$ cat src/hw/rtl/ahr_pkg.sv
// Shared types and constants for the HID report deframer.
// No dependencies; imported by every module of the block.
package ahr_pkg;

    // Header tag carried in byte 2 of every report
    localparam logic [7:0] HID_TAG = 8'h05;

    // Configuration register indexes
    localparam int CFG_IDX_W = 2;
    localparam logic [CFG_IDX_W-1:0] CFG_IDX_CHANNEL = 2'd0;
    localparam logic [CFG_IDX_W-1:0] CFG_IDX_MAX_LEN = 2'd1;

    localparam logic [15:0] CHANNEL_ID_RST = 16'd257;
    localparam logic [15:0] MAX_LEN_RST    = 16'd257;

    // Error codes on the result channel
    localparam logic [1:0] ERR_NONE    = 2'd0;
    localparam logic [1:0] ERR_SEQ     = 2'd1;
    localparam logic [1:0] ERR_TOO_BIG = 2'd2;

    // Defaults for the top-level parameters
    localparam int REPORT_BYTES_DEF = 64;
    localparam int QUEUE_DEPTH_DEF  = 4;

    // Result kinds queued between parser and output stage
    typedef enum logic [2:0] {
        KIND_DATA,
        KIND_LAST,
        KIND_EMPTY,
        KIND_SEQ_ERR,
        KIND_LEN_ERR
    } t_kind;

    typedef struct packed {
        t_kind       kind;
        logic [7:0]  data;
        logic [15:0] length;
    } t_cmd;

endpackage

$ cat src/hw/rtl/ahr_parser.sv
// Front end: tracks report position, checks headers and queues results.
// Depends on ahr_pkg.
module ahr_parser #(
    parameter int REPORT_BYTES = ahr_pkg::REPORT_BYTES_DEF
) (
    input  logic          i_clk,
    input  logic          i_rst_n,
    input  logic          i_accept,
    input  logic [7:0]    i_report_byte,
    input  logic [15:0]   i_channel_id,
    input  logic [15:0]   i_max_len,
    output logic          o_push,
    output ahr_pkg::t_cmd o_cmd
);
    import ahr_pkg::*;

    localparam int PW = $clog2(REPORT_BYTES);
    localparam logic [PW-1:0] POS_LAST = PW'(REPORT_BYTES - 1);
    localparam logic [PW-1:0] POS_1 = PW'(1);
    localparam logic [PW-1:0] POS_2 = PW'(2);
    localparam logic [PW-1:0] POS_3 = PW'(3);
    localparam logic [PW-1:0] POS_4 = PW'(4);
    localparam logic [PW-1:0] POS_5 = PW'(5);
    localparam logic [PW-1:0] POS_6 = PW'(6);

    logic [PW-1:0] r_pos, n_pos;
    logic [15:0]   r_exp_seq, n_exp_seq;
    logic [15:0]   r_ann_len, n_ann_len;
    logic [15:0]   r_rcvd, n_rcvd;
    logic [7:0]    r_hi, n_hi;
    logic          r_skip, n_skip;

    logic [15:0] w_word;
    logic [15:0] w_rcvd_inc;
    logic        w_first;

    assign w_word     = {r_hi, i_report_byte};
    assign w_rcvd_inc = r_rcvd + 16'd1;
    assign w_first    = (r_exp_seq == 16'd1);

    always_comb begin
        n_pos     = r_pos;
        n_exp_seq = r_exp_seq;
        n_ann_len = r_ann_len;
        n_rcvd    = r_rcvd;
        n_hi      = r_hi;
        n_skip    = r_skip;
        o_push    = 1'b0;
        o_cmd.kind   = KIND_DATA;
        o_cmd.data   = i_report_byte;
        o_cmd.length = r_ann_len;

        if (i_accept) begin
            n_pos = (r_pos == POS_LAST) ? '0 : r_pos + PW'(1);
            if (r_pos == '0) begin
                n_skip = 1'b0;
                n_hi   = i_report_byte;
            end else if (!r_skip) begin
                if (r_pos == POS_1) begin
                    if (w_word != i_channel_id) n_skip = 1'b1;
                end else if (r_pos == POS_2) begin
                    if (i_report_byte != HID_TAG) n_skip = 1'b1;
                end else if (r_pos == POS_3) begin
                    n_hi = i_report_byte;
                end else if (r_pos == POS_4) begin
                    if (w_word != r_exp_seq) begin
                        o_push     = 1'b1;
                        o_cmd.kind = KIND_SEQ_ERR;
                        n_exp_seq  = '0;
                        n_rcvd     = '0;
                        n_skip     = 1'b1;
                    end else begin
                        n_exp_seq = r_exp_seq + 16'd1;
                        if (w_word == 16'd0) n_rcvd = '0;
                    end
                end else if (w_first && r_pos == POS_5) begin
                    n_hi = i_report_byte;
                end else if (w_first && r_pos == POS_6) begin
                    // first frame: announced length
                    n_ann_len    = w_word;
                    n_rcvd       = '0;
                    o_cmd.length = w_word;
                    if (w_word > i_max_len) begin
                        o_push     = 1'b1;
                        o_cmd.kind = KIND_LEN_ERR;
                        n_exp_seq  = '0;
                        n_skip     = 1'b1;
                    end else if (w_word == 16'd0) begin
                        o_push     = 1'b1;
                        o_cmd.kind = KIND_EMPTY;
                        n_exp_seq  = '0;
                        n_skip     = 1'b1;
                    end
                end else if (r_rcvd < r_ann_len) begin
                    o_push = 1'b1;
                    n_rcvd = w_rcvd_inc;
                    if (w_rcvd_inc == r_ann_len) begin
                        o_cmd.kind = KIND_LAST;
                        n_exp_seq  = '0;
                        n_rcvd     = '0;
                        n_skip     = 1'b1;
                    end
                end
            end
        end
    end

    always_ff @(posedge i_clk) begin
        if (!i_rst_n) begin
            r_pos     <= '0;
            r_exp_seq <= '0;
            r_ann_len <= '0;
            r_rcvd    <= '0;
            r_hi      <= '0;
            r_skip    <= 1'b0;
        end else begin
            r_pos     <= n_pos;
            r_exp_seq <= n_exp_seq;
            r_ann_len <= n_ann_len;
            r_rcvd    <= n_rcvd;
            r_hi      <= n_hi;
            r_skip    <= n_skip;
        end
    end

endmodule

$ cat src/hw/rtl/ahr_queue.sv
// Short result queue between parser and output stage.
// Depends on ahr_pkg for the queued entry type.
module ahr_queue #(
    parameter int DEPTH = ahr_pkg::QUEUE_DEPTH_DEF
) (
    input  logic          i_clk,
    input  logic          i_rst_n,
    input  logic          i_push,
    input  ahr_pkg::t_cmd i_cmd,
    input  logic          i_pop,
    output ahr_pkg::t_cmd o_cmd,
    output logic          o_full,
    output logic          o_empty
);
    import ahr_pkg::*;

    localparam int AW = $clog2(DEPTH);
    localparam int CW = $clog2(DEPTH + 1);
    localparam logic [AW-1:0] PTR_LAST = AW'(DEPTH - 1);

    t_cmd          r_mem [DEPTH];
    logic [AW-1:0] r_wr_ptr, r_rd_ptr;
    logic [CW-1:0] r_count;

    assign o_full  = (r_count == CW'(DEPTH));
    assign o_empty = (r_count == '0);
    assign o_cmd   = r_mem[r_rd_ptr];

    always_ff @(posedge i_clk) begin
        if (i_push) r_mem[r_wr_ptr] <= i_cmd;
    end

    always_ff @(posedge i_clk) begin
        if (!i_rst_n) begin
            r_wr_ptr <= '0;
            r_rd_ptr <= '0;
            r_count  <= '0;
        end else begin
            if (i_push) r_wr_ptr <= (r_wr_ptr == PTR_LAST) ? '0 : r_wr_ptr + AW'(1);
            if (i_pop)  r_rd_ptr <= (r_rd_ptr == PTR_LAST) ? '0 : r_rd_ptr + AW'(1);
            if (i_push && !i_pop)      r_count <= r_count + CW'(1);
            else if (!i_push && i_pop) r_count <= r_count - CW'(1);
        end
    end

endmodule

$ cat src/hw/rtl/ahr_out.sv
// Back end: decodes queued results into output fields, registered.
// Depends on ahr_pkg.
module ahr_out (
    input  logic          i_clk,
    input  logic          i_rst_n,
    input  logic          i_avail,
    input  ahr_pkg::t_cmd i_cmd,
    output logic          o_pop,
    input  logic          i_ready,
    output logic          o_valid,
    output logic [7:0]    o_payload_byte,
    output logic          o_byte_valid,
    output logic          o_end_of_message,
    output logic [1:0]    o_error_code,
    output logic [15:0]   o_message_length
);
    import ahr_pkg::*;

    logic        r_valid;
    logic [7:0]  r_data, n_data;
    logic        r_bvalid, n_bvalid;
    logic        r_eom, n_eom;
    logic [1:0]  r_err, n_err;
    logic [15:0] r_len;

    assign o_pop = i_avail && (!r_valid || i_ready);

    always_comb begin
        n_data   = '0;
        n_bvalid = 1'b0;
        n_eom    = 1'b0;
        n_err    = ERR_NONE;
        case (i_cmd.kind)
            KIND_DATA: begin
                n_data   = i_cmd.data;
                n_bvalid = 1'b1;
            end
            KIND_LAST: begin
                n_data   = i_cmd.data;
                n_bvalid = 1'b1;
                n_eom    = 1'b1;
            end
            KIND_EMPTY:   n_eom = 1'b1;
            KIND_SEQ_ERR: n_err = ERR_SEQ;
            KIND_LEN_ERR: n_err = ERR_TOO_BIG;
            default:      n_err = ERR_NONE;
        endcase
    end

    always_ff @(posedge i_clk) begin
        if (!i_rst_n) begin
            r_valid <= 1'b0;
        end else if (o_pop) begin
            r_valid <= 1'b1;
        end else if (i_ready) begin
            r_valid <= 1'b0;
        end
    end

    always_ff @(posedge i_clk) begin
        if (o_pop) begin
            r_data   <= n_data;
            r_bvalid <= n_bvalid;
            r_eom    <= n_eom;
            r_err    <= n_err;
            r_len    <= i_cmd.length;
        end
    end

    assign o_valid          = r_valid;
    assign o_payload_byte   = r_data;
    assign o_byte_valid     = r_bvalid;
    assign o_end_of_message = r_eom;
    assign o_error_code     = r_err;
    assign o_message_length = r_len;

endmodule

$ cat src/hw/rtl/apdu_hid_frame_reassembler.sv
// Top level of the APDU-over-HID deframer: config registers and wiring.
// Depends on ahr_pkg, ahr_parser, ahr_queue and ahr_out.
//
//  Channel   Signals                                  Direction  Handshake
//  -------   ---------------------------------------  ---------  -----------------
//  report    i_report_byte                            in         i_valid / o_ready
//  result    o_payload_byte, o_byte_valid,            out        o_valid / i_ready
//            o_end_of_message, o_error_code,
//            o_message_length
//  config    i_cfg_idx, i_cfg_wdata                   in         i_cfg_we (no wait)
//
// One report byte per cycle is taken while the result queue has room; the
// parser state (position, sequence, lengths) updates in that same cycle.
// A result goes through the result queue and then the output register, and
// there is at most one result per byte.
// Reset (synchronous, active low) clears the parser, the queue pointers and
// the output valid; the config registers return to channel 257 / max 257.
// A stalled result holds in the output register while the queue keeps
// absorbing requests; o_ready drops only when the queue is full.
module apdu_hid_frame_reassembler #(
    parameter int REPORT_BYTES = ahr_pkg::REPORT_BYTES_DEF,
    parameter int QUEUE_DEPTH  = ahr_pkg::QUEUE_DEPTH_DEF
) (
    input  logic                          i_clk,
    input  logic                          i_rst_n,
    input  logic                          i_valid,
    output logic                          o_ready,
    input  logic [7:0]                    i_report_byte,
    output logic                          o_valid,
    input  logic                          i_ready,
    output logic [7:0]                    o_payload_byte,
    output logic                          o_byte_valid,
    output logic                          o_end_of_message,
    output logic [1:0]                    o_error_code,
    output logic [15:0]                   o_message_length,
    input  logic                          i_cfg_we,
    input  logic [ahr_pkg::CFG_IDX_W-1:0] i_cfg_idx,
    input  logic [15:0]                   i_cfg_wdata
);
    import ahr_pkg::*;

    logic [15:0] r_channel_id;
    logic [15:0] r_max_len;

    logic accept;
    logic push, pop, q_full, q_empty;
    t_cmd push_cmd, head_cmd;

    // Config writes; unknown indexes are dropped
    always_ff @(posedge i_clk) begin
        if (!i_rst_n) begin
            r_channel_id <= CHANNEL_ID_RST;
            r_max_len    <= MAX_LEN_RST;
        end else if (i_cfg_we) begin
            case (i_cfg_idx)
                CFG_IDX_CHANNEL: r_channel_id <= i_cfg_wdata;
                CFG_IDX_MAX_LEN: r_max_len    <= i_cfg_wdata;
                default:         r_max_len    <= r_max_len;
            endcase
        end
    end

    // Any byte may produce a result, so only a full queue stalls the input
    assign o_ready = !q_full;
    assign accept  = i_valid && o_ready;

    ahr_parser #(
        .REPORT_BYTES(REPORT_BYTES)
    ) u_parser (
        .i_clk        (i_clk),
        .i_rst_n      (i_rst_n),
        .i_accept     (accept),
        .i_report_byte(i_report_byte),
        .i_channel_id (r_channel_id),
        .i_max_len    (r_max_len),
        .o_push       (push),
        .o_cmd        (push_cmd)
    );

    ahr_queue #(
        .DEPTH(QUEUE_DEPTH)
    ) u_queue (
        .i_clk  (i_clk),
        .i_rst_n(i_rst_n),
        .i_push (push),
        .i_cmd  (push_cmd),
        .i_pop  (pop),
        .o_cmd  (head_cmd),
        .o_full (q_full),
        .o_empty(q_empty)
    );

    ahr_out u_out (
        .i_clk           (i_clk),
        .i_rst_n         (i_rst_n),
        .i_avail         (!q_empty),
        .i_cmd           (head_cmd),
        .o_pop           (pop),
        .i_ready         (i_ready),
        .o_valid         (o_valid),
        .o_payload_byte  (o_payload_byte),
        .o_byte_valid    (o_byte_valid),
        .o_end_of_message(o_end_of_message),
        .o_error_code    (o_error_code),
        .o_message_length(o_message_length)
    );

endmodule

$ cat config.mk
export PLATFORM = sky130hd
export DESIGN_NAME = apdu_hid_frame_reassembler
export DESIGN_NICKNAME = d
export VERILOG_FILES = /design/src/hw/rtl/ahr_pkg.sv /design/src/hw/rtl/ahr_parser.sv /design/src/hw/rtl/ahr_queue.sv /design/src/hw/rtl/ahr_out.sv /design/src/hw/rtl/apdu_hid_frame_reassembler.sv
export SDC_FILE = /design/constraint.sdc
export NUM_CORES = 1
export LEC_CHECK = 0
export ABC_AREA = 0
export BUFFER_PORTS_ARGS = -buffer_cell sky130_fd_sc_hd__buf_4
export CAP_MARGIN = 15
export CORE_MARGIN = 4
export CORE_UTILIZATION = 25
export DETAILED_ROUTE_END_ITERATION = 10
export SKIP_LAST_GASP = 1
export SYNTH_ARGS = -nofsm -noshare
export SYNTH_HDL_FRONTEND = slang
export SYNTH_SLANG_ARGS = --single-unit
$ cat constraint.sdc
create_clock -name i_clk -period 3.7 [get_ports i_clk]
set_input_delay 0.74 -clock i_clk [delete_from_list [all_inputs] [get_ports i_clk]]
set_output_delay 0.74 -clock i_clk [all_outputs]
set_load 0.03 [all_outputs]
==> results.json <==
{
  "status": "finished, final reports clean",
  "routed_via_density": 4.604,
  "initial_utilization": 0.2537,
  "final_cells": 1687,
  "drive_gt1_frac": 0.2002,
  "async_flop_share": 0,
  "r2r_cells": 14,
  "netlist_area_um2": 11270,
  "hold_depth": 3,
  "synthTopCellsByCount": "edfxtp_1, nand2_1, dfxtp_1, a21oi_1, nor2_1",
  "synth-seq-cells": 241,
  "min_period_ps": 3466,
  "clockBufferDepth": 3,
  "dieWidth_um": 220.3,
  "drv_slew": 0,
  "hold_violations": 0,
  "antenna_found_initial": 2,
  "start_kind": "flop",
  "cts-root-buf": "clkbuf_16",
  "synth_nets": 1056,
  "insertion_delay_ps": 540,
  "synth_edf_count": 136,
  "gr-usage-met2": 0.1824,
  "ys_warn_count": 0,
  "r2r_slack_ps": 230,
  "use_met1": 0.1555,
  "period_share": 0.9368,
  "worst_ir_drop_vdd_uv": 357.2,
  "io_pins": 61,
  "hp-start": "i_cfg_wdata[8]",
  "nFillCells": 4495,
  "power.total_mw": 7.832,
  "cts_hold_buf": 0,
  "drc_errors": 0,
  "wire_per_inst_um": 16.21,
  "r2r-start": "u_parser.r_ann_len[11]$_SDFF_PN0_",
  "dp_hpwl_mm": 19.38,
  "grt_overflow": 0,
  "finalNetCount": 1150,
  "maxSlewHeadroom": 0.3323,
  "area_growth_pct": 21.22,
  "place_inst": 1636,
  "synthesis.instances": 979,
  "fmax_mhz": 288.5,
  "htreeDepth": 1,
  "powerDensity_nw_per_um2": 573.4,
  "wl_mm": 27.34,
  "coreArea_um2": 44410,
  "grt_pass1_wl_mm": 43.62,
  "grt_setup_unrepaired": "yes",
  "grt_max_degree": 40,
  "yosysUniqueCellTypes": 67,
  "syn_avg_cell_area_um2": 11.51,
  "cts_setup_buffers": 0,
  "use_met3": 0.02444,
  "post_cts_resize_count": 0,
  "dieArea_um2": 48530,
  "drt.antenna.violating_nets": 0,
  "cts_tree": "built",
  "clk_pin_slew_ps": 60,
  "maxCapViolCount": 0,
  "path_class": "reg -> reg",
  "gp_congestion": 0.8561,
  "via_count": 7767,
  "path_max_fanout": 3,
  "cts_made_buffers": 27,
  "cts.sinks": 241,
  "die_h_um": 220.3,
  "critical_path_required_ps": 4170,
  "grt-busiest-layer": "met2",
  "hold_path.class": "in -> reg",
  "setup_viol": 0,
  "portBuffers": 60,
  "drtPass1Iterations": 5,
  "synth_flop_cell": "edfxtp_1",
  "synth_top_area_cell": "edfxtp_1",
  "p_leak_nw": 4.949,
  "synth_top_area_frac": 0.3624,
  "track_usage": 0.1127,
  "r2r_end": "u_queue.r_count[2]$_SDFFE_PN0P_",
  "yosysMostFrequentCell": "edfxtp_1",
  "ys_seq_area_frac": 0.5490,
  "initialDrtViolationCount": 623,
  "cp.arrival_ps": 3930,
  "min_to": "r_channel_id[8]$_SDFFE_PN1P_",
  "ys_top_cells_by_area": "edfxtp_1, dfxtp_1, mux4_2",
  "fin_worst_skew_ps": 13.80,
  "row_count": 77,
  "worstMarginPinSlew_ps": 997.2,
  "worstSetupEndpointType": "flop",
  "grt_pass1_vias": 7701
}
[cell type report]
| cell class | count | area (um^2) | area share |
|---|---|---|---|
| Sequential cell | 241 | 6187 | 0.4530 |
| Multi-Input combinational cell | 648 | 4760 | 0.3484 |
| Timing Repair Buffer | 107 | 815.8 | 0.05972 |
| Clock buffer | 37 | 783.3 | 0.05734 |
| Tap cell | 592 | 740.7 | 0.05423 |
| Clock inverter | 13 | 190.2 | 0.01392 |
| Inverter | 48 | 180.2 | 0.01319 |
| Antenna cell | 1 | 2.502 | 0.0001832 |
[per-stage QoR]
stage / area [um^2] / util / worst slack [ps] / setup TNS (ps) / hold WS (ps)
after detailed placement: 12670 / 0.2853 / 96.90 / 0 / 448.8
final: 13660 / 0.3075 / 233.7 / 0 / 431.2
after floorplan: 11270 / - / 74.96 / 0 / 436.3
after global routing: 13660 / 0.3075 / -26.28 / -26.28 / 432.6
after global placement: 12670 / 0.2853 / 94.83 / 0 / 445.4
after CTS: 13640 / 0.3072 / 51.07 / 0 / 419.9
[report_power, final]
| part | leakage [nW] | internal, mW | switching, mW |
|---|---|---|---|
| clock network | 0.469 | 1.77 | 1.08 |
| registers | 2.20 | 3.14 | 0.123 |
| logic | 2.28 | 0.707 | 1.01 |
[sequential cells by signal, summed over array words and instances (netlist names), 2 cells and up, named ones only]
name                    count
u_parser.r_rcvd            16
r_channel_id               16
u_parser.r_exp_seq         16
u_parser.r_ann_len         16
r_max_len                  16
u_queue.r_mem             108
u_queue.r_rd_ptr            2
u_parser.r_pos              6
u_queue.r_wr_ptr            2
u_queue.r_count             3
u_parser.r_hi               8
u_out.o_error_code          2
u_out.o_payload_byte        8
u_out.o_message_length     16
[cell families (layout without fill, tap and decap cells)]
kind of cell | Yosys count | in the layout | synth area share
and+or+nand+nor | 329 | 329 | 0.1519
DFF | 241 | 241 | 0.5490
AOI/OAI and AO/OA | 146 | 146 | 0.07784
buffers and inverters | 90 | 205 | 0.03120
xor gates and xnor gates | 68 | 68 | 0.05419
muxes | 59 | 59 | 0.08417
adders and majority gates | 46 | 46 | 0.05174
other | 0 | 1 | 0
[worst max path at each step]
stage / startpoint / end / slack, ps / cells after the start
2_1_floorplan: i_ready / u_queue.r_count[2]$_SDFFE_PN0P_ / 70 / 9
3_3_place_gp: i_report_byte[3] / u_queue.r_count[2]$_SDFFE_PN0P_ / 90 / 13
3_5_place_dp: u_parser.r_ann_len[7]$_SDFF_PN0_ / u_queue.r_count[2]$_SDFFE_PN0P_ / 100 / 14
4_1_cts: u_parser.r_ann_len[7]$_SDFF_PN0_ / u_queue.r_count[2]$_SDFFE_PN0P_ / 50 / 14
5_1_grt: u_parser.r_ann_len[9]$_SDFF_PN0_ / u_queue.r_count[2]$_SDFFE_PN0P_ / -30 / 14
6_report: u_parser.r_ann_len[11]$_SDFF_PN0_ / u_queue.r_count[2]$_SDFFE_PN0P_ / 230 / 14
[worst max-delay path: stages, from the launching register on]
cell,delay (ps)
dfxtp_1,370
inv_1,60
ha_1,310
a21oi_1,160
o21ai_0,170
a221oi_2,400
o211ai_1,150
and2_1,180
a21oi_1,250
ha_1,230
inv_1,70
fa_1,430
xor2_1,170
or3_1,300
a21oi_1,140
[cell usage in the layout, fill, tap and decap left out, types with 5 or more instances in the layout]
cell type | synthesis | routed
nand2_1 | 107 | 107
and2_1 | 27 | 27
clkbuf_16 | 0 | 27
nand3b_1 | 8 | 8
nor2b_1 | 9 | 9
nand4b_1 | 5 | 5
nor4_1 | 18 | 18
xnor2_1 | 33 | 33
nand4_1 | 23 | 23
mux2_2 | 16 | 16
a21oi_1 | 67 | 66
xor2_1 | 34 | 34
inv_1 | 47 | 47
ha_1 | 45 | 45
nor2_1 | 49 | 49
clkbuf_8 | 0 | 7
nand2b_1 | 10 | 10
buf_4 | 0 | 106
edfxtp_1 | 136 | 136
or4_1 | 5 | 5
o21ai_0 | 36 | 35
a211oi_1 | 8 | 8
mux2i_1 | 16 | 16
and3_1 | 6 | 6
mux4_2 | 27 | 27
dfxtp_1 | 105 | 104
nor3_1 | 17 | 17
nand3_1 | 22 | 21
[metal layers]
layer  wire length, um  vias up
met4               539        0
met5                 0        -
met1             12710     3780
met2             12430      183
met3              1662       43
li1                  -     3761
No activity file was read; power rests on OpenSTA's default activity.
